<file path="src/hw/rtl/sbdc_pkg.sv">
// Shared types, constants and functions of the save blob deframer.
// No dependencies; every other file of the block imports this package.
package sbdc_pkg;

  localparam int MAX_PAYLOAD = 65535;
  localparam int HDR_LEN     = 14;
  localparam int MAGIC_LEN   = 6;
  localparam int PHASE_MOD   = 6;
  localparam int CNT_W       = 17;
  localparam int LEN_W       = 16;

  localparam logic [CNT_W-1:0] COUNT_MAX    = CNT_W'(MAX_PAYLOAD + HDR_LEN + 1);
  localparam logic [CNT_W-1:0] MAX_PAY_CNT  = CNT_W'(MAX_PAYLOAD);
  localparam logic [CNT_W-1:0] CAP_RESET    = CNT_W'(65536);
  localparam logic [LEN_W-1:0] LEN_SAT      = {LEN_W{1'b1}};
  localparam logic [31:0]      CRC_POLY     = 32'hEDB88320;
  localparam logic [31:0]      CRC_TOP      = 32'h80000000;
  localparam logic [7:0]       DECODE_BIAS  = 8'd21;

  typedef logic [1:0] status_t;
  localparam status_t ST_OK     = 2'd0;
  localparam status_t ST_HEADER = 2'd1;
  localparam status_t ST_LONG   = 2'd2;

  typedef struct packed {
    logic [7:0] in_byte;
    logic       is_last;
  } item_t;

  typedef struct packed {
    logic [7:0]       out_byte;
    logic             byte_valid;
    logic             done_res;
    status_t          status;
    logic             crc_ok;
    logic [LEN_W-1:0] payload_length;
  } result_t;

  function automatic logic [7:0] magic_byte(input logic [2:0] idx);
    logic [7:0] c;
    case (idx)
      3'd0:    c = 8'h44; // D
      3'd1:    c = 8'h47; // G
      3'd2:    c = 8'h44; // D
      3'd3:    c = 8'h41; // A
      3'd4:    c = 8'h54; // T
      3'd5:    c = 8'h41; // A
      default: c = 8'h00;
    endcase
    return c;
  endfunction

  // {ok, digit}: plain hex digits only
  function automatic logic [4:0] hex_digit(input logic [7:0] c);
    logic [4:0] r;
    if (c >= 8'h30 && c <= 8'h39)      r = {1'b1, 4'(c - 8'h30)};
    else if (c >= 8'h61 && c <= 8'h66) r = {1'b1, 4'(c - 8'h57)};
    else if (c >= 8'h41 && c <= 8'h46) r = {1'b1, 4'(c - 8'h37)};
    else                               r = 5'd0;
    return r;
  endfunction

  // One byte of the CRC variant: round 1 logical shift, rounds 2..8 arithmetic
  function automatic logic [31:0] crc_fold(input logic [31:0] crc, input logic [7:0] b);
    logic [31:0] x;
    logic [31:0] s;
    x = {24'h0, b ^ crc[7:0]};
    x = x[0] ? ((x >> 1) ^ CRC_POLY) : (x >> 1);
    for (int r = 0; r < 7; r++) begin
      s = (x >> 1) | (x & CRC_TOP);
      x = x[0] ? (s ^ CRC_POLY) : s;
    end
    return x ^ (crc >> 8);
  endfunction

endpackage

</file>
<file path="src/hw/rtl/sbdc_in_reg.sv">
// Input register stage of the deframer: holds one raw item until the core takes it.
// Depends on sbdc_pkg.
module sbdc_in_reg
  import sbdc_pkg::*;
(
  input  logic  clk,
  input  logic  rst,
  input  logic  load,
  input  item_t load_item,
  input  logic  advance,
  output logic  held,
  output item_t item
);

  always_ff @(posedge clk) begin
    if (rst) begin
      held <= 1'b0;
    end else if (load) begin
      held <= 1'b1;
    end else if (advance) begin
      held <= 1'b0;
    end
  end

  always_ff @(posedge clk) begin
    if (load) begin
      item <= load_item;
    end
  end

endmodule

</file>
<file path="src/hw/rtl/sbdc_core.sv">
// Blob state and per-byte decode: header check, hex field, de-obfuscation, CRC, status.
// Depends on sbdc_pkg.
module sbdc_core
  import sbdc_pkg::*;
(
  input  logic             clk,
  input  logic             rst,
  input  logic             cfg_write,
  input  logic [CNT_W-1:0] cfg_data,
  input  item_t            item,
  input  logic             commit,
  output logic             has_result,
  output result_t          result
);

  logic [CNT_W-1:0] capacity;
  logic [CNT_W-1:0] byte_count;
  logic             magic_match;
  logic             hex_valid;
  logic [31:0]      stored_check;
  logic [31:0]      running_crc;
  logic [2:0]       offset_phase;

  logic [CNT_W-1:0] byte_count_next;
  logic             magic_match_next;
  logic             hex_valid_next;
  logic [31:0]      stored_check_next;
  logic [31:0]      running_crc_next;
  logic [2:0]       offset_phase_next;

  logic             in_magic, in_hex;
  logic [4:0]       hex;
  logic [CNT_W-1:0] pay_idx;
  logic [2:0]       ph;
  logic [7:0]       dec;
  logic             emit;
  logic [CNT_W-1:0] len;
  status_t          st;

  always_comb begin
    in_magic = byte_count < CNT_W'(MAGIC_LEN);
    in_hex   = !in_magic && byte_count < CNT_W'(HDR_LEN);
    hex      = hex_digit(item.in_byte);
    pay_idx  = byte_count - CNT_W'(HDR_LEN);
    ph       = (offset_phase < 3'(PHASE_MOD)) ? offset_phase : 3'd0;
    dec      = item.in_byte - DECODE_BIAS - {5'd0, ph};

    byte_count_next   = (byte_count < COUNT_MAX) ? byte_count + 1'b1 : byte_count;
    magic_match_next  = magic_match;
    hex_valid_next    = hex_valid;
    stored_check_next = stored_check;
    running_crc_next  = running_crc;
    offset_phase_next = offset_phase;
    emit              = 1'b0;

    if (in_magic) begin
      if (item.in_byte != magic_byte(byte_count[2:0])) magic_match_next = 1'b0;
    end else if (in_hex) begin
      if (!hex[4]) hex_valid_next = 1'b0;
      else stored_check_next = {stored_check[27:0], hex[3:0]};
    end else begin
      offset_phase_next = (ph >= 3'(PHASE_MOD - 1)) ? 3'd0 : ph + 3'd1;
      running_crc_next  = crc_fold(running_crc, dec);
      emit = magic_match && ({1'b0, pay_idx} + 18'd2 <= {1'b0, capacity})
             && (pay_idx < MAX_PAY_CNT);
    end

    len = (byte_count_next > CNT_W'(HDR_LEN)) ? byte_count_next - CNT_W'(HDR_LEN) : '0;
    if (byte_count_next <= CNT_W'(HDR_LEN) || !magic_match_next) st = ST_HEADER;
    else if ({1'b0, len} + 18'd1 > {1'b0, capacity} || len > MAX_PAY_CNT) st = ST_LONG;
    else st = ST_OK;

    has_result = emit || item.is_last;

    result.out_byte       = emit ? dec : 8'd0;
    result.byte_valid     = emit;
    result.done_res       = item.is_last;
    result.status         = item.is_last ? st : ST_OK;
    result.crc_ok         = item.is_last && st == ST_OK && hex_valid_next
                            && running_crc_next == stored_check_next;
    result.payload_length = !item.is_last ? '0 :
                            (len > CNT_W'(LEN_SAT)) ? LEN_SAT : len[LEN_W-1:0];
  end

  always_ff @(posedge clk) begin
    if (rst) begin
      capacity <= CAP_RESET;
    end else if (cfg_write) begin
      capacity <= cfg_data;
    end
  end

  // the last byte of a blob returns all blob state to its reset value
  always_ff @(posedge clk) begin
    if (rst || (commit && item.is_last)) begin
      byte_count   <= '0;
      magic_match  <= 1'b1;
      hex_valid    <= 1'b1;
      stored_check <= '0;
      running_crc  <= '0;
      offset_phase <= '0;
    end else if (commit) begin
      byte_count   <= byte_count_next;
      magic_match  <= magic_match_next;
      hex_valid    <= hex_valid_next;
      stored_check <= stored_check_next;
      running_crc  <= running_crc_next;
      offset_phase <= offset_phase_next;
    end
  end

endmodule

</file>
<file path="src/hw/rtl/sbdc_out_reg.sv">
// Result register of the deframer: holds one result item until the sink takes it.
// Depends on sbdc_pkg.
module sbdc_out_reg
  import sbdc_pkg::*;
(
  input  logic    clk,
  input  logic    rst,
  input  logic    load,
  input  result_t load_result,
  input  logic    stall,
  output logic    room,
  output logic    valid,
  output result_t result
);

  assign room = !valid || !stall;

  always_ff @(posedge clk) begin
    if (rst) begin
      valid <= 1'b0;
    end else if (room) begin
      valid <= load;
    end
  end

  always_ff @(posedge clk) begin
    if (load && room) begin
      result <= load_result;
    end
  end

endmodule

</file>
<file path="src/hw/rtl/save_blob_deframer_crc.sv">
// Top level of the save blob deframer: input register, decode core, result register.
// Depends on sbdc_pkg, sbdc_in_reg, sbdc_core, sbdc_out_reg.
//
//   channel   direction  handshake            payload
//   in        sink       in_valid/in_stall    in_byte, is_last
//   out       source     out_valid/out_stall  out_byte, byte_valid, done_res, status,
//                                             crc_ok, payload_length
//   cfg       sink       cfg_valid/cfg_ready  cfg_data (capacity)
//
// One byte per cycle sustained while the output does not stall; a byte passes the input
// register, then the single-pass decode and CRC, and its result waits in the result
// register until the sink takes it.
// Bytes that yield no result (header bytes, suppressed payload) retire without a slot.
// Reset is synchronous; capacity returns to 65536 and no blob is open.
// A stalled output holds its item; the input stalls only when a held byte needs the
// result register and that register is full and stalled.
module save_blob_deframer_crc
  import sbdc_pkg::*;
(
  input  logic             clk,
  input  logic             rst,
  input  logic             in_valid,
  output logic             in_stall,
  input  logic [7:0]       in_byte,
  input  logic             is_last,
  output logic             out_valid,
  input  logic             out_stall,
  output logic [7:0]       out_byte,
  output logic             byte_valid,
  output logic             done_res,
  output logic [1:0]       status,
  output logic             crc_ok,
  output logic [LEN_W-1:0] payload_length,
  input  logic             cfg_valid,
  output logic             cfg_ready,
  input  logic [CNT_W-1:0] cfg_data
);

  item_t   in_item, held_item;
  logic    held, advance, has_result, room;
  result_t core_result, out_result;

  assign in_item  = '{in_byte: in_byte, is_last: is_last};
  assign advance  = held && (!has_result || room);
  assign in_stall = held && !advance;
  assign cfg_ready = 1'b1;

  sbdc_in_reg u_in (
    .clk       (clk),
    .rst       (rst),
    .load      (in_valid && !in_stall),
    .load_item (in_item),
    .advance   (advance),
    .held      (held),
    .item      (held_item)
  );

  sbdc_core u_core (
    .clk        (clk),
    .rst        (rst),
    .cfg_write  (cfg_valid && cfg_ready),
    .cfg_data   (cfg_data),
    .item       (held_item),
    .commit     (advance),
    .has_result (has_result),
    .result     (core_result)
  );

  sbdc_out_reg u_out (
    .clk         (clk),
    .rst         (rst),
    .load        (held && has_result),
    .load_result (core_result),
    .stall       (out_stall),
    .room        (room),
    .valid       (out_valid),
    .result      (out_result)
  );

  assign out_byte       = out_result.out_byte;
  assign byte_valid     = out_result.byte_valid;
  assign done_res       = out_result.done_res;
  assign status         = out_result.status;
  assign crc_ok         = out_result.crc_ok;
  assign payload_length = out_result.payload_length;

endmodule

</file>
<file path="config.mk">
export PLATFORM = sky130hd
export DESIGN_NAME = save_blob_deframer_crc
export DESIGN_NICKNAME = d
export VERILOG_FILES = /design/src/hw/rtl/sbdc_pkg.sv /design/src/hw/rtl/sbdc_in_reg.sv /design/src/hw/rtl/sbdc_core.sv /design/src/hw/rtl/sbdc_out_reg.sv /design/src/hw/rtl/save_blob_deframer_crc.sv
export SDC_FILE = /design/constraint.sdc
export NUM_CORES = 1
export LEC_CHECK = 0
export BUFFER_PORTS_ARGS = -buffer_cell sky130_fd_sc_hd__buf_2
export CAP_MARGIN = 20
export CORE_ASPECT_RATIO = 1.25
export CORE_MARGIN = 10
export CORE_UTILIZATION = 61
export DETAILED_ROUTE_END_ITERATION = 10
export PLACE_DENSITY = 0.8
export REMOVE_ABC_BUFFERS = 1
export SLEW_MARGIN = 20
export SYNTH_ARGS = -nofsm -noshare
export SYNTH_HDL_FRONTEND = slang
export SYNTH_SLANG_ARGS = --single-unit
</file>
<file path="constraint.sdc">
create_clock -name clk -period 17.91 [get_ports clk]
set_input_delay 2.6865 -clock clk [delete_from_list [all_inputs] [get_ports clk]]
set_output_delay 2.6865 -clock clk [all_outputs]
set_load 0.02 [all_outputs]
</file>
Word level (Yosys, flattened, before mapping)
Cells that the tools add are included.
{"block": "word_totals", "register_bits": 143, "input_bits": 31, "output_inout_bits": 32}
{"block": "op_classes", "addsub": 11, "n_lt_le_gt_ge": 17, "n_eq_ne": 7, "mux": 34, "n_bitwise": 19, "n_reduce_logical": 34}
{"cell": "$mux W32", "count": 13}
{"cell": "$or A31 B32 Y32", "count": 7}
{"cell": "$not A14 Y14", "count": 7}
{"cell": "$mux W17", "count": 2}
{"cell": "$sub A17 B4 Y17 const B", "count": 2}
{"cell": "$eq A32 B32 Y1", "count": 1}
{"cell": "$xor A32 B24 Y32", "count": 1}
{"cell": "$pmux W7 S4", "count": 1}
{"cell": "$add A17 B1 Y18 const B", "count": 1}
{"cell": "$add A17 B2 Y18 const B", "count": 1}
{"cell": "$gt A18 B17 Y1", "count": 1}
{"cell": "$le A18 B17 Y1", "count": 1}
{"cell": "$add A17 B1 Y17 const B", "count": 1}
{"cell": "$gt A17 B16 Y1 const B", "count": 1}
{"cell": "$gt A17 B4 Y1 const B", "count": 1}
{"cell": "$le A17 B4 Y1 const B", "count": 1}
{"cell": "$lt A17 B16 Y1 const B", "count": 1}
{"cell": "$lt A17 B17 Y1 const B", "count": 1}
{"cell": "$lt A17 B3 Y1 const B", "count": 1}
{"cell": "$lt A17 B4 Y1 const B", "count": 1}
{"cell": "$ge A8 B7 Y1 const B", "count": 2}
{"cell": "$le A8 B7 Y1 const B", "count": 2}
{"cell": "$mux W16", "count": 1}
{"cell": "$logic_and A1 B1 Y1", "count": 15}
{"cell": "other kinds (28)", "count": 56}

Longest topological paths before layout
Gate-level depths: netlist of run 1.
{"block": "depth", "depth_word": 32, "mapped_depth": 31, "ltp_nobuf": 28}

Modules after synthesis
From an unflattened synthesis of run 1, not the netlist that was laid out.
{"block": "hier_totals", "cells_unflattened": 1264, "area_unflattened_um2": 10674.0}
{"mod": "sbdc_core", "instances": 1, "cells_each": 1210, "area_per_inst_um2": 9409.0}
{"mod": "sbdc_out_reg", "instances": 1, "cells_each": 34, "area_per_inst_um2": 909.6}
{"mod": "sbdc_in_reg", "instances": 1, "cells_each": 13, "area_per_inst_um2": 309.0}
{"mod": "save_blob_deframer_crc", "instances": 1, "cells_each": 7, "area_per_inst_um2": 46.3}

Worst setup path before layout of run 1
OpenSTA, ideal clock, no wires.
{"block": "synth_timing", "path_kind": "reg2out", "startpoint": "register u_core.byte_count[1]", "endpoint": "output in_stall", "arrival_ps": 4549, "required_time_ps": 15223, "setup_slack_ps": 10674, "stages_incl_launch_ff": 23, "path_buffers": 1, "cell_sequence": "dfxtp_1 clkbuf_1 inv_1 ha_1 or3_1 nor3_1 nand2_1 or3_1 nand2b_1 nor2_1 xnor2_1 ha_1 and3_1 nand3_1 or2_2 o32ai_1 a41oi_1 o31ai_1 nand2_1 inv_1 o21ai_0 or2_2 inv_1"}
{"element": "from (decl)", "line_no": "sbdc_core.sv:17", "rtl": "logic [CNT_W-1:0] byte_count;"}
{"element": "from (signal assigned)", "line_no": "sbdc_core.sv:103", "rtl": "byte_count <= byte_count_next;"}
{"element": "to (decl)", "line_no": "save_blob_deframer_crc.sv:23", "rtl": "output logic in_stall,"}

==> summary.txt, run 1 <==
Outcome
  – Status: finished, final reports clean

Floorplanning
  – Die height: between 150 and 200 µm
  – Core area: 18,800 µm²
  – # rows: 56
  – Die Area: 25,000 µm²
  – Initial Utilization: 61.9%
  – Die W: ~140 µm
  – Top Ports: 63

Critical path
  – Most Frequent Cell on Critical Path: ha_1
  – Crit-path leading delay family: simple AND/OR/NAND/NOR gates
  – Critical Path AT: 9110 ps
  – Crit path depth: 29
  – Worst R2R Path Depth: 29
  – Beginning of the critical path: u_core.byte_count[5]$_SDFFE_PP0P_
  – Reg-to-reg slack, setup: 8920 ps
  – Crit path buf inv count: 3
  – CP max stage delay: between 800 and 900 ps
  – Worst Setup End Kind: register
  – Crit-path max FO: 26
  – Crit path max-delay cell type: or4_1
  – R2R Path Start: u_core.byte_count[5]$_SDFFE_PP0P_
  – CP required: ~18,000 ps
  – Crit Path Class: register to register
  – R2R Path End: u_out.result[16]$_DFFE_PP_
  – CP Launch Type: register

Logic synthesis
  – Cell variety after synth: 87
  – Post-Syn Area: 11,600 µm²
  – Ys Warns: 0
  – Yosys reg bits: 143
  – Ys async rst share: 0%
  – Syn Area/Cell: between 8 and 9 µm²
  – EDFF count, synth: 38
  – Sequential fraction of the synthesis area: 27.9%
  – Ys flop type: dfxtp_1
  – Mapped Cells: 1,409

Routing
  – Routed Antenna Nets: 0
  – Met3 Routed Length: 2.14 mm
  – Initial DRC count: 905
  – DR WL/cell: around 22 µm
  – Post-Route M1 WL: 13.6 mm
  – DRC Markers: 0
  – Drt pass-1 iters: 6
  – Metal2 WL: 18.7 mm
  – WL final: 36.9 mm
  – Uppermost layer routed: met4
  – Routed vias: 10,800
  – Vias per cell: 6.47

Power and ir drop
  – Clock network power share: 34.8%
  – Pwr/cell area: around 80 nW/µm²
  – Max VDD drop: 0.000102 V
  – Total Power: 0.00101 W
  – Net Sw Frac: between 30% and 40%
  – P_int: 0.000651 W
  – P_sw: 0.000354 W
  – Lkg Pwr: 5.07 nW
  – Comb pwr share: a little under a third
  – Reg power frac: 35.0%

Timing
  – Post-route minimum period: 8990 ps
  – Slew headroom: approximately a quarter
  – Worst Skew: approximately 13 ps
  – RSZ-0062 raised after global routing: false
  – Final hold vios: 0
  – TNS Setup: 0 ps
  – Worst-margin pin slew: 1110 ps
  – Period utilization: 50.2%
  – Final Max Slew Viols: 0
  – Max Freq: approximately 110 MHz
  – Final Setup Violations: 0

Clocking
  – TritonCTS clock tree: done
  – Bufs on Longest Clock Path: 2
  – Clk root buf: clkbuf_16
  – CTS Sinks: 143
  – CTS Buf Count: 17
  – Gates resized, CTS repair: 0
  – Clk_lat worst skew: 430 ps
  – Clock-pin slew on the worst setup and hold paths: 70 ps
  – # Post-CTS Setup Buffers: 0
  – Hold_buf cts: 0
  – Htree depth: 4

Layout
  – Layout area overhead: 8.67%
  – Area of the multi-input gates: just under 8000 µm²
  – ANT cells: 0
  – NumNets Final: approximately 1,500
  – # fillers: between 1,500 and 2,000
  – Sequential Area: about 3200 µm²
  – Share of cells above drive strength 1: a little over a tenth

Global routing
  – Vias in the first global route: roughly 10,000
  – Grt total ovfl: 0
  – Largest net degree at the start of global routing: 85
  – Initial antenna violation count: 0
  – Gr usage total: 29.0%
  – First-pass GRT wire length: 57.0 mm

Placement
  – GPL Wtd Cong: 1.02
  – Dpl hpwl: 27.8 mm
  – Input/output buffers: a little over 60

Worst hold path
  – Hold wc startpoint: u_core.stored_check[28]$_SDFFE_PP0P_
  – Worst hold stages: 2
  – Worst min-delay path category: register to register
  – Worst Hold Endpoint: u_core.stored_check[28]$_SDFFE_PP0P_

Run
  – Max-Cap Viols: 0
[per-layer routing]
layer,GRT usage [%],vias up
met3,4.25,138
met4,18.3,0
li1,-,5069
met5,0,-
met2,51.0,477
met1,31.8,5099
[registers in the layout, indices dropped and copies added, names as in the netlist]
signal,flops
u_core.running_crc,32
u_core.stored_check,32
u_out.result,29
u_core.byte_count,17
u_core.capacity,17
u_in.item,9
u_core.offset_phase,3
u_core.hex_valid,1
u_core.magic_match,1
u_in.held,1
u_out.valid,1
[power groups by stage]
stage | Combinational [W] | Clock [W] | Sequential, W
6_report | 0.000304 | 0.000350 | 0.000352
5_1_grt | 0.000327 | 0.000364 | 0.000353
4_1_cts | 0.000300 | 0.000353 | 0.000352
3_5_place_dp | 0.000297 | 0 | 0.000359
3_3_place_gp | 0.000293 | 0 | 0.000359
2_1_floorplan | 0.000214 | 0 | 0.000359
[how the worst max path moves through the flow]
stage                                 end  slack, ps
2_1_floorplan                    in_stall      10650
3_3_place_gp   u_out.result[16]$_DFFE_PP_       9300
3_5_place_dp   u_out.result[16]$_DFFE_PP_       9200
4_1_cts                          in_stall       9030
5_1_grt        u_out.result[16]$_DFFE_PP_       8520
6_report       u_out.result[16]$_DFFE_PP_       8920
[kinds of logic after synthesis]
| family | share of synthesized area [%] |
|---|---|
| xor gates and xnor gates | 15.7 |
| buffers and inverters | 4.78 |
| AOI/OAI and AO/OA | 19.0 |
| DFF | 27.9 |
| muxes | 4.63 |
| other | 0.0323 |
| adders and majority gates | 6.52 |
| and+or+nand+nor | 21.5 |
[synthesized netlist by cell type (5+ instances only)]
master	instances	share of area [%]
and2_1	12	0.65
xor2_1	54	4.1
mux2_2	6	0.58
or2_2	7	0.38
xnor2_1	105	7.9
a21o_1	18	1.2
a211oi_1	29	1.9
dfxtp_1	105	18
o21a_1	27	1.7
a41oi_1	6	0.45
o2111ai_1	8	0.60
o22ai_1	8	0.43
nor2b_1	16	0.86
and3_1	11	0.59
nor3b_1	10	0.65
nand2_1	137	4.4
or4_1	6	0.39
buf_1	8	0.26
buf_2	6	0.26
clkbuf_1	68	2.2
a21oi_1	87	3.7
nor2_1	142	4.6
nor4_1	13	0.70
a21boi_0	6	0.39
inv_1	56	1.8
xnor3_1	14	2.7
nand2b_1	14	0.75
ha_1	59	6.4
nand3_1	37	1.6
o21ai_0	52	2.2
nor3_1	45	1.9
nand4_1	19	1.0
o31ai_1	7	0.45
a31oi_1	6	0.32
or3_1	14	0.75
mux2i_1	47	4.0
a221oi_1	6	0.45
o211ai_1	10	0.65
o211a_1	5	0.43
edfxtp_1	38	9.8
[cell type report]
type	instances	share of cell area, %
clock buffers	18	3.48
multi-input cells	1125	62.4
inverters	56	1.66
well taps	232	2.30
clock inverters	14	0.991
flip-flops and latches	143	25.7
repair buffers	79	3.52
[placed cells by master (no fill, tap or decap), types with 29 or more instances in the layout]
cell type,synthesis,routed
mux2i_1,47,47
nor3_1,45,45
buf_2,6,61
dfxtp_1,105,105
inv_1,56,56
nor2_1,142,140
ha_1,59,59
nand2_1,137,136
edfxtp_1,38,38
xnor2_1,105,105
a21oi_1,87,86
a211oi_1,29,29
xor2_1,54,54
o21ai_0,52,51
nand3_1,37,37
[metrics by stage]
stage          std cells  setup WS (ps)  instance area (µm²)  hold WS [ps]  util (%)
2_1_floorplan       1324          10650                11300           427         -
5_1_grt             1667           8520                12600           477      67.3
4_1_cts             1667           9030                12600           461      67.3
6_report            1667           8920                12600           462      67.3
3_5_place_dp        1635           9200                12100           449      64.3
3_3_place_gp        1634           9300                12100           434      64.2
[worst min-delay path, cell delays in order (launching register included)]
cell     delay [ps]
dfxtp_1         310
nand2_1          50
a21oi_1          50
(Power assumes the default switching activity.)
==> run 2: changes to the inputs <==
==> constraint.sdc (replaced) <==
create_clock -name clk -period 8.4 [get_ports clk]
set_input_delay 1.26 -clock clk [delete_from_list [all_inputs] [get_ports clk]]
set_output_delay 1.26 -clock clk [all_outputs]
set_load 0.02 [all_outputs]
==> run 2 against run 1 <==
Worst hold slack lost 2.6 ps. Utilization grew 0.11 points. Sequential power grew 110%. Largest cell class unchanged. Global-route usage grew 0.82 points. Non-clock buffer count grew 1. First-iteration DRC count grew 18%. Cell count is essentially flat. Final area grew 0.17%. Critical path type is now register to output port. Critical path depth shrank 7.
==> summary.txt, run 2 (synthesized netlist as in run 1, its figures left out) <==
Power and ir drop
  – Pwr/cell area: 172 nW/µm² (+120%)
  – Max VDD drop: 0.000169 V (+66%)
  – Clock network power share: 35.4% (+0.6 points)
  – Reg power frac: 34.6% (-0.4 points)
  – Comb pwr share: 30.0% (-0.2 points)
  – P_sw: 0.000766 W (+120%)
  – P_int: 0.00141 W (+120%)
  – Total Power: 0.00218 W (+120%)
  – Lkg Pwr: 5.08 nW (+0.18%)
  – Net Sw Frac: 35.2% (-0.054 points)

Placement
  – Input/output buffers: 61 (unchanged)
  – Dpl hpwl: 28.5 mm (+2.6%)
  – GPL Wtd Cong: 1.03 (+1.2%)

Critical path
  – Worst R2R Path Depth: 27 (-6.9%)
  – Worst Setup End Kind: output port
  – Critical Path AT: 6340 ps (-2770 ps)
  – Most Frequent Cell on Critical Path: o21ai_0
  – CP required: 7140 ps (-10,890 ps)
  – Crit path buf inv count: 3 (unchanged)
  – Beginning of the critical path: u_core.byte_count[2]$_SDFFE_PP0P_
  – CP max stage delay: 800 ps (about the same)
  – Crit path depth: 22 (-24%)
  – Worst path cell trace: ha_1 > a2111oi_0 > xnor2_1 > a21oi_1 > nand3_1 > nand2_1 > o21ai_0 > o32ai_1 > xor2_1 > ha_1 > a21o_1 > a21oi_1 > nor2b_1 > o21ai_0 > nand3_1 > o31ai_1 > nand2_1 > inv_1 > o21ai_0 > or2_2 > inv_1 > buf_2
  – Crit Path Class: register to output port
  – Reg-to-reg slack, setup: 980 ps (-7940 ps)
  – R2R Path Start: u_core.byte_count[7]$_SDFFE_PP0P_
  – CP Capture Point: in_stall
  – Crit path max-delay cell type: a2111oi_0
  – R2R Path End: u_out.result[16]$_DFFE_PP_
  – Crit-path leading delay family: compound AO/OA/AOI/OAI gates
  – CP Launch Type: register
  – Crit-path max FO: 14 (-46%)

Global routing
  – Vias in the first global route: 10,500 (+2.0%)
  – Grt total ovfl: 0 (unchanged)
  – First-pass GRT wire length: 58.5 mm (+2.7%)
  – Largest net degree at the start of global routing: 85 (unchanged)
  – Initial antenna violation count: 0 (unchanged)
  – Gr usage total: 29.9% (+0.82 points)

Routing
  – Uppermost layer routed: met4
  – Metal2 WL: 19.1 mm (+2.2%)
  – Post-Route M1 WL: 13.7 mm (+0.74%)
  – Vias per cell: 6.45 (-0.33%)
  – Drt pass-1 iters: 5 (-1)
  – Met3 Routed Length: 2.26 mm (+5.3%)
  – Initial DRC count: 1,065 (+18%)
  – DR WL/cell: 22.6 µm (+2.1%)
  – DRC Markers: 0 (unchanged)
  – Routed Antenna Nets: 0 (unchanged)
  – Routed vias: 10,800 (-0.27%)
  – WL final: 37.7 mm (+2.2%)

Clocking
  – CTS Sinks: 143 (unchanged)
  – TritonCTS clock tree: done
  – Gates resized, CTS repair: 0 (unchanged)
  – # Post-CTS Setup Buffers: 0 (unchanged)
  – Bufs on Longest Clock Path: 2 (unchanged)
  – Clock-pin slew on the worst setup and hold paths: 70 ps (about the same)
  – CTS Buf Count: 17 (unchanged)
  – Htree depth: 4 (unchanged)
  – Clk root buf: clkbuf_16
  – Clk_lat worst skew: 440 ps (about the same)
  – Hold_buf cts: 0 (unchanged)

Layout
  – Sequential Area: 3240 µm² (unchanged)
  – Layout area overhead: 8.85%
  – Most frequent cells in the layout: nor2_1, nand2_1, xnor2_1, dfxtp_1, a21oi_1
  – Share of cells above drive strength 1: 10.5% (about the same)
  – Area of the multi-input gates: 7880 µm² (about the same)
  – NumNets Final: 1,514 (+0.066%)
  – Regs by FF count: u_core.running_crc x32, u_core.stored_check x32, u_out.result x29
  – Final core occ: 67.4% (+0.11 points)
  – Commonest non-fill, non-tap cell in the layout: nor2_1
  – ANT cells: 0 (unchanged)
  – # fillers: 1,624 (+1.4%)

Floorplanning
  – Die height: 174 µm (unchanged)
  – Die W: 143 µm (unchanged)
  – # rows: 56 (unchanged)
  – Core area: 18,800 µm² (unchanged)
  – Die Area: 25,000 µm² (unchanged)
  – Initial Utilization: 61.9% (unchanged)
  – Top Ports: 63 (unchanged)

Timing
  – Worst Skew: 11.2 ps (-1.60 ps)
  – Worst-margin pin slew: 995 ps (-120 ps)
  – RSZ-0062 raised after global routing: false
  – Final Max Slew Viols: 0 (unchanged)
  – Period utilization: 90.4%
  – TNS Setup: 0 ps (unchanged)
  – Post-route minimum period: 7600 ps
  – Final hold vios: 0 (unchanged)
  – Final Setup Violations: 0 (unchanged)
  – Slew headroom: 33.7% (+8.7 points)
  – Max Freq: 132 MHz

Outcome
  – Status: finished, final reports clean

Worst hold path
  – Hold wc startpoint: u_core.stored_check[29]$_SDFFE_PP0P_
  – Worst min-delay path category: register to register

Run
  – Max-Cap Viols: 0 (unchanged)
[run 2: cell count changes in the layout (fill, tap and decap cells not counted)]
cell	change
buf_4	+2
buf_6	-1
bufinv_16	+1
clkbuf_8	-1
clkinv_1	+1
clkinv_2	-1
clkinv_8	-1
clkinvlp_2	-1
clkinvlp_4	+1
inv_8	+1
nor2_2	-1
nor2_4	+1
[run 2: power by group through the flow]
stage	clock [W]	sequential, W	combinational, W
6_report	0.000770	0.000754	0.000652
5_1_grt	0.000801	0.000756	0.000697
4_1_cts	0.000777	0.000753	0.000643
2_1_floorplan	0	0.000764	0.000457
3_3_place_gp	0	0.000767	0.000630
3_5_place_dp	0	0.000768	0.000636
[run 2: routing by layer]
| metal | GRT usage, % | vias up |
|---|---|---|
| li1 | - | 5071 |
| met1 | 33.0 | 5058 |
| met2 | 52.1 | 478 |
| met3 | 4.39 | 147 |
| met4 | 18.7 | 0 |
| met5 | 0 | - |
[run 2: area by class of cell]
cell class	count	share of cell area, %
Clock inverter	15	1.20
Timing Repair Buffer	80	3.54
Multi-Input combinational cell	1125	62.3
Inverter	56	1.66
Clock buffer	17	3.36
Sequential cell	143	25.6
Tap cell	232	2.29
[run 2: worst min-delay path by stage]
stage,depth (start not counted),end,slack [ps]
floorplan,1,u_core.hex_valid$_SDFFE_PP1P_,430
global placement,1,u_core.hex_valid$_SDFFE_PP1P_,430
detailed placement,1,u_core.hex_valid$_SDFFE_PP1P_,450
CTS,2,u_core.stored_check[29]$_SDFFE_PP0P_,460
global route,2,u_core.stored_check[29]$_SDFFE_PP0P_,490
finish,2,u_core.stored_check[29]$_SDFFE_PP0P_,460
[run 2: worst reg2reg max path: cells and delay by family, from the launching register on]
kind,cells,cell delay [ps]
flops,1,500
fa+ha+maj,4,980
buf+inv,1,40
simple gates,14,3940
mux,1,130
compound gates,7,1640
[run 2: per-stage QoR]
step	cell area, µm²	setup slack [ps]	instances	hold WS, ps
3_5_place_dp	12100	1040	1636	449
5_1_grt	12700	276	1668	490
2_1_floorplan	11300	1300	1324	427
6_report	12700	802	1668	460
4_1_cts	12600	971	1668	464
3_3_place_gp	12100	1260	1636	434
==> run 3: changes to the inputs <==
--- a/config.mk
+++ b/config.mk
@@ -5,6 +5,7 @@
 export SDC_FILE = /design/constraint.sdc
 export NUM_CORES = 1
 export LEC_CHECK = 0
+export ABC_AREA = 1
 export BUFFER_PORTS_ARGS = -buffer_cell sky130_fd_sc_hd__buf_2
 export CAP_MARGIN = 20
 export CORE_ASPECT_RATIO = 1.25
==> run 3 against run 2 <==
Flip-flop and latch count unchanged. Largest cell class unchanged. Maximum frequency increased by 30%. Synthesized area decreased by 1.5%. Routed wire length decreased by 10%. First-iteration DRC count increased by 3.7%.
==> summary.txt, run 3 <==
Power and ir drop
  – Pwr/cell area: 143 nW/µm² (-17%)
  – Max VDD drop: 0.000103 V (-39%)
  – Lkg Pwr: 5.91 nW (+16%)

Floorplanning
  – Top Ports: 63 (unchanged)
  – # rows: 55 (-1.8%)
  – Die Area: 24,700 µm² (-1.3%)
  – Die W: 143 µm (-0.67%)
  – Die height: 173 µm (-0.68%)
  – Core area: 18,300 µm² (-2.5%)
  – Initial Utilization: 62.5% (+0.62 points)

Placement
  – GPL Wtd Cong: 1.03 (-0.31%)
  – Dpl hpwl: 25.6 mm (-10%)
  – Input/output buffers: 61 (unchanged)
  – Setup WS pre-CTS: 3160 ps (+2120 ps)
  – DP Cell Count: 2,024 (+24%)
  – Post-DP Area: 11,800 µm² (-2.6%)

Global routing
  – First-pass GRT wire length: 54.3 mm (-7.2%)
  – Initial antenna violation count: 0 (unchanged)
  – Grt total ovfl: 0 (unchanged)
  – Gr usage total: 26.9% (-3.0 points)
  – Largest net degree at the start of global routing: 91 (+7.1%)
  – Vias in the first global route: 11,000 (+5.5%)

Critical path
  – Beginning of the critical path: u_core.byte_count[1]$_SDFFE_PP0P_
  – Worst R2R Path Depth: 25 (-7.4%)
  – Crit path buf inv count: 3 (unchanged)
  – Worst Setup End Kind: output port
  – Reg-to-reg slack, setup: 3170 ps (+2190 ps)
  – Crit-path max FO: 10 (-4)
  – Critical Path AT: 4580 ps (-1760 ps)
  – R2R Path End: u_core.stored_check[27]$_SDFFE_PP0P_
  – R2R Path Start: u_core.byte_count[1]$_SDFFE_PP0P_
  – CP max stage delay: 530 ps (-270 ps)
  – CP required: 7140 ps (about the same)
  – Crit-path leading delay family: simple AND/OR/NAND/NOR gates
  – Worst path cell trace: inv_1 > ha_1 > nor3_1 > nand3b_1 > nor2_1 > nand3_1 > nor2_1 > xor2_1 > ha_1 > nand2_1 > nor2_1 > a211oi_1 > nand2_1 > nand3_1 > nand2_1 > nand2_1 > nand2_1 > nand2_1 > nand4_4 > nand2_2 > nand3_1 > inv_1 > buf_2
  – Crit path max-delay cell type: dfxtp_1
  – Most Frequent Cell on Critical Path: nand2_1
  – CP Launch Type: register
  – Crit Path Class: register to output port

Clocking
  – CTS Buf Count: 17 (unchanged)
  – Clk_lat worst skew: 430 ps (about the same)
  – Clk root buf: clkbuf_16
  – # Post-CTS Setup Buffers: 0 (unchanged)
  – Gates resized, CTS repair: 0 (unchanged)
  – Htree depth: 4 (unchanged)
  – TritonCTS clock tree: done
  – Hold_buf cts: 0 (unchanged)
  – Bufs on Longest Clock Path: 2 (unchanged)
  – CTS Sinks: 143 (unchanged)
  – Clock-pin slew on the worst setup and hold paths: 70 ps (about the same)

Logic synthesis
  – Main area contributors after synthesis: nand2_1, dfxtp_1, edfxtp_1, nand3_1, inv_1
  – Syn Area/Cell: 6.39 µm² (-22%)
  – Post-Syn Area: 11,400 µm² (-1.5%)
  – EDFF count, synth: 38 (unchanged)
  – Ys flop type: dfxtp_1
  – Ys Warns: 0 (unchanged)
  – Ys async rst share: 0% (unchanged)
  – Yosys top cell area share: 19.4% (+1.3 points)
  – Mapped Cells: 1,790 (+27%)
  – Largest area contributor in the synthesized netlist: nand2_1
  – Sequential fraction of the synthesis area: 28.3% (+0.44 points)
  – Synth cell count leaders: nand2_1, inv_1, nand3_1
  – Most numerous cell in the Yosys netlist: nand2_1
  – Cell variety after synth: 53 (-39%)
  – Yosys reg bits: 143 (unchanged)

Layout
  – ANT cells: 0 (unchanged)
  – NumNets Final: 1,906 (+26%)
  – Share of cells above drive strength 1: 10.8% (+0.26 points)
  – Fin area: 12,300 µm² (-2.5%)
  – # fillers: 1,648 (+1.5%)
  – Commonest non-fill, non-tap cell in the layout: nand2_1
  – Sequential Area: 3240 µm² (unchanged)
  – Area of the multi-input gates: 7080 µm² (-10%)
  – Most frequent cells in the layout: nand2_1, inv_1, nand3_1
  – Layout area overhead: 7.84%
  – Fin cells: 2,056 (+23%)
  – Regs by FF count: u_core.running_crc x32, u_core.stored_check x32, u_out.result x29

Routing
  – DRC Markers: 0 (unchanged)
  – Routed vias: 11,600 (+8.0%)
  – Routed Antenna Nets: 0 (unchanged)
  – Drt pass-1 iters: 9 (+4)
  – Post-Route M1 WL: 12.8 mm (-6.5%)
  – WL final: 33.9 mm (-10%)
  – DR WL/cell: 16.5 µm (-27%)
  – Met3 Routed Length: 1.90 mm (-16%)
  – Metal2 WL: 17.4 mm (-8.5%)
  – Vias per cell: 5.65 (-12%)
  – Initial DRC count: 1,104 (+3.7%)
  – Uppermost layer routed: met4

Timing
  – RSZ-0062 raised after global routing: false
  – Final WS setup: 2560 ps (+1760 ps)
  – TNS Setup: 0 ps (unchanged)
  – Worst-margin pin slew: 978 ps (-17.2 ps)
  – Period utilization: 69.5% (-21 points)
  – Final Max Slew Viols: 0 (unchanged)
  – Worst hold margin: 462 ps (+2.39 ps)
  – Worst Skew: 13.9 ps (+2.77 ps)
  – Post-route minimum period: 5840 ps (-1760 ps)
  – Slew headroom: 34.8% (+1.1 points)
  – Max Freq: 171 MHz (+30%)
  – Final Setup Violations: 0 (unchanged)
  – Final hold vios: 0 (unchanged)

Worst hold path
  – Worst Hold Endpoint: u_core.stored_check[29]$_SDFFE_PP0P_
  – Worst hold stages: 2 (unchanged)
  – Worst min-delay path category: register to register
  – Hold wc startpoint: u_core.stored_check[29]$_SDFFE_PP0P_

Outcome
  – Status: finished, final reports clean

Run
  – Max-Cap Viols: 0 (unchanged)
-- run 3: cell count changes after synthesis, moves of 35 or more --
cell      before  now
clkbuf_1      68   20
inv_1         56  202
nand3_1       37  177
xnor2_1      105   13
a21oi_1       87  130
mux2i_1       47    3
nor3_1        45   10
nand2_1      137  590
-- run 3: cells by family (layout without fill, tap and decap cells) --
logic type,Yosys count,after routing,synth area share (%)
AOI/OAI and AO/OA,235,235,11.1
xor gates and xnor gates,74,74,5.85
adders and majority gates,60,60,6.63
buffers and inverters,276,314,9.86
DFF,143,143,28.3
muxes,3,3,0.262
other,1,1,0.0328
and+or+nand+nor,998,998,37.9
-- run 3: through the flow --
step	total power [W]	utilization, %
6_report	0.00176	67.4
3_3_place_gp	0.00101	64.2
3_5_place_dp	0.00101	64.2
4_1_cts	0.00176	67.4
2_1_floorplan	0.000932	-
5_1_grt	0.00182	67.4
-- run 3: worst max path at each step --
stage	slack, ps	end	cells past startpoint
floorplan	3370	u_core.offset_phase[2]$_SDFFE_PP0P_	27
global placement	3180	in_stall	23
detailed placement	3160	in_stall	23
CTS	2670	in_stall	23
global route	2160	in_stall	23
finish	2560	in_stall	23
-- run 3: cell type report --
type / count / share of cell area, %
clock inverter: 14 / 1.06
tap: 228 / 2.31
clock buffer: 18 / 3.65
timing repair buffer: 66 / 2.78
multi-input combinational: 1371 / 57.3
inverter: 216 / 6.57
sequential: 143 / 26.3
-- run 3: report_power, final --
group	switching [W]	internal, W	total (W)
combinational	0.000190	0.0000815	0.000271
sequential	0.0000102	0.000718	0.000729
clock	0.000347	0.000412	0.000760
-- run 3: worst min-delay path, cell delays in order, from the launching register on --
cell and delay [ps]:
dfxtp_1 300, nand2_1 60, a21oi_1 50
-- run 3: per-layer routing --
layer	up-vias	GRT usage, %
met5	-	0
met2	445	48.6
li1	5808	-
met4	0	14.5
met1	5247	29.1
met3	116	4.03
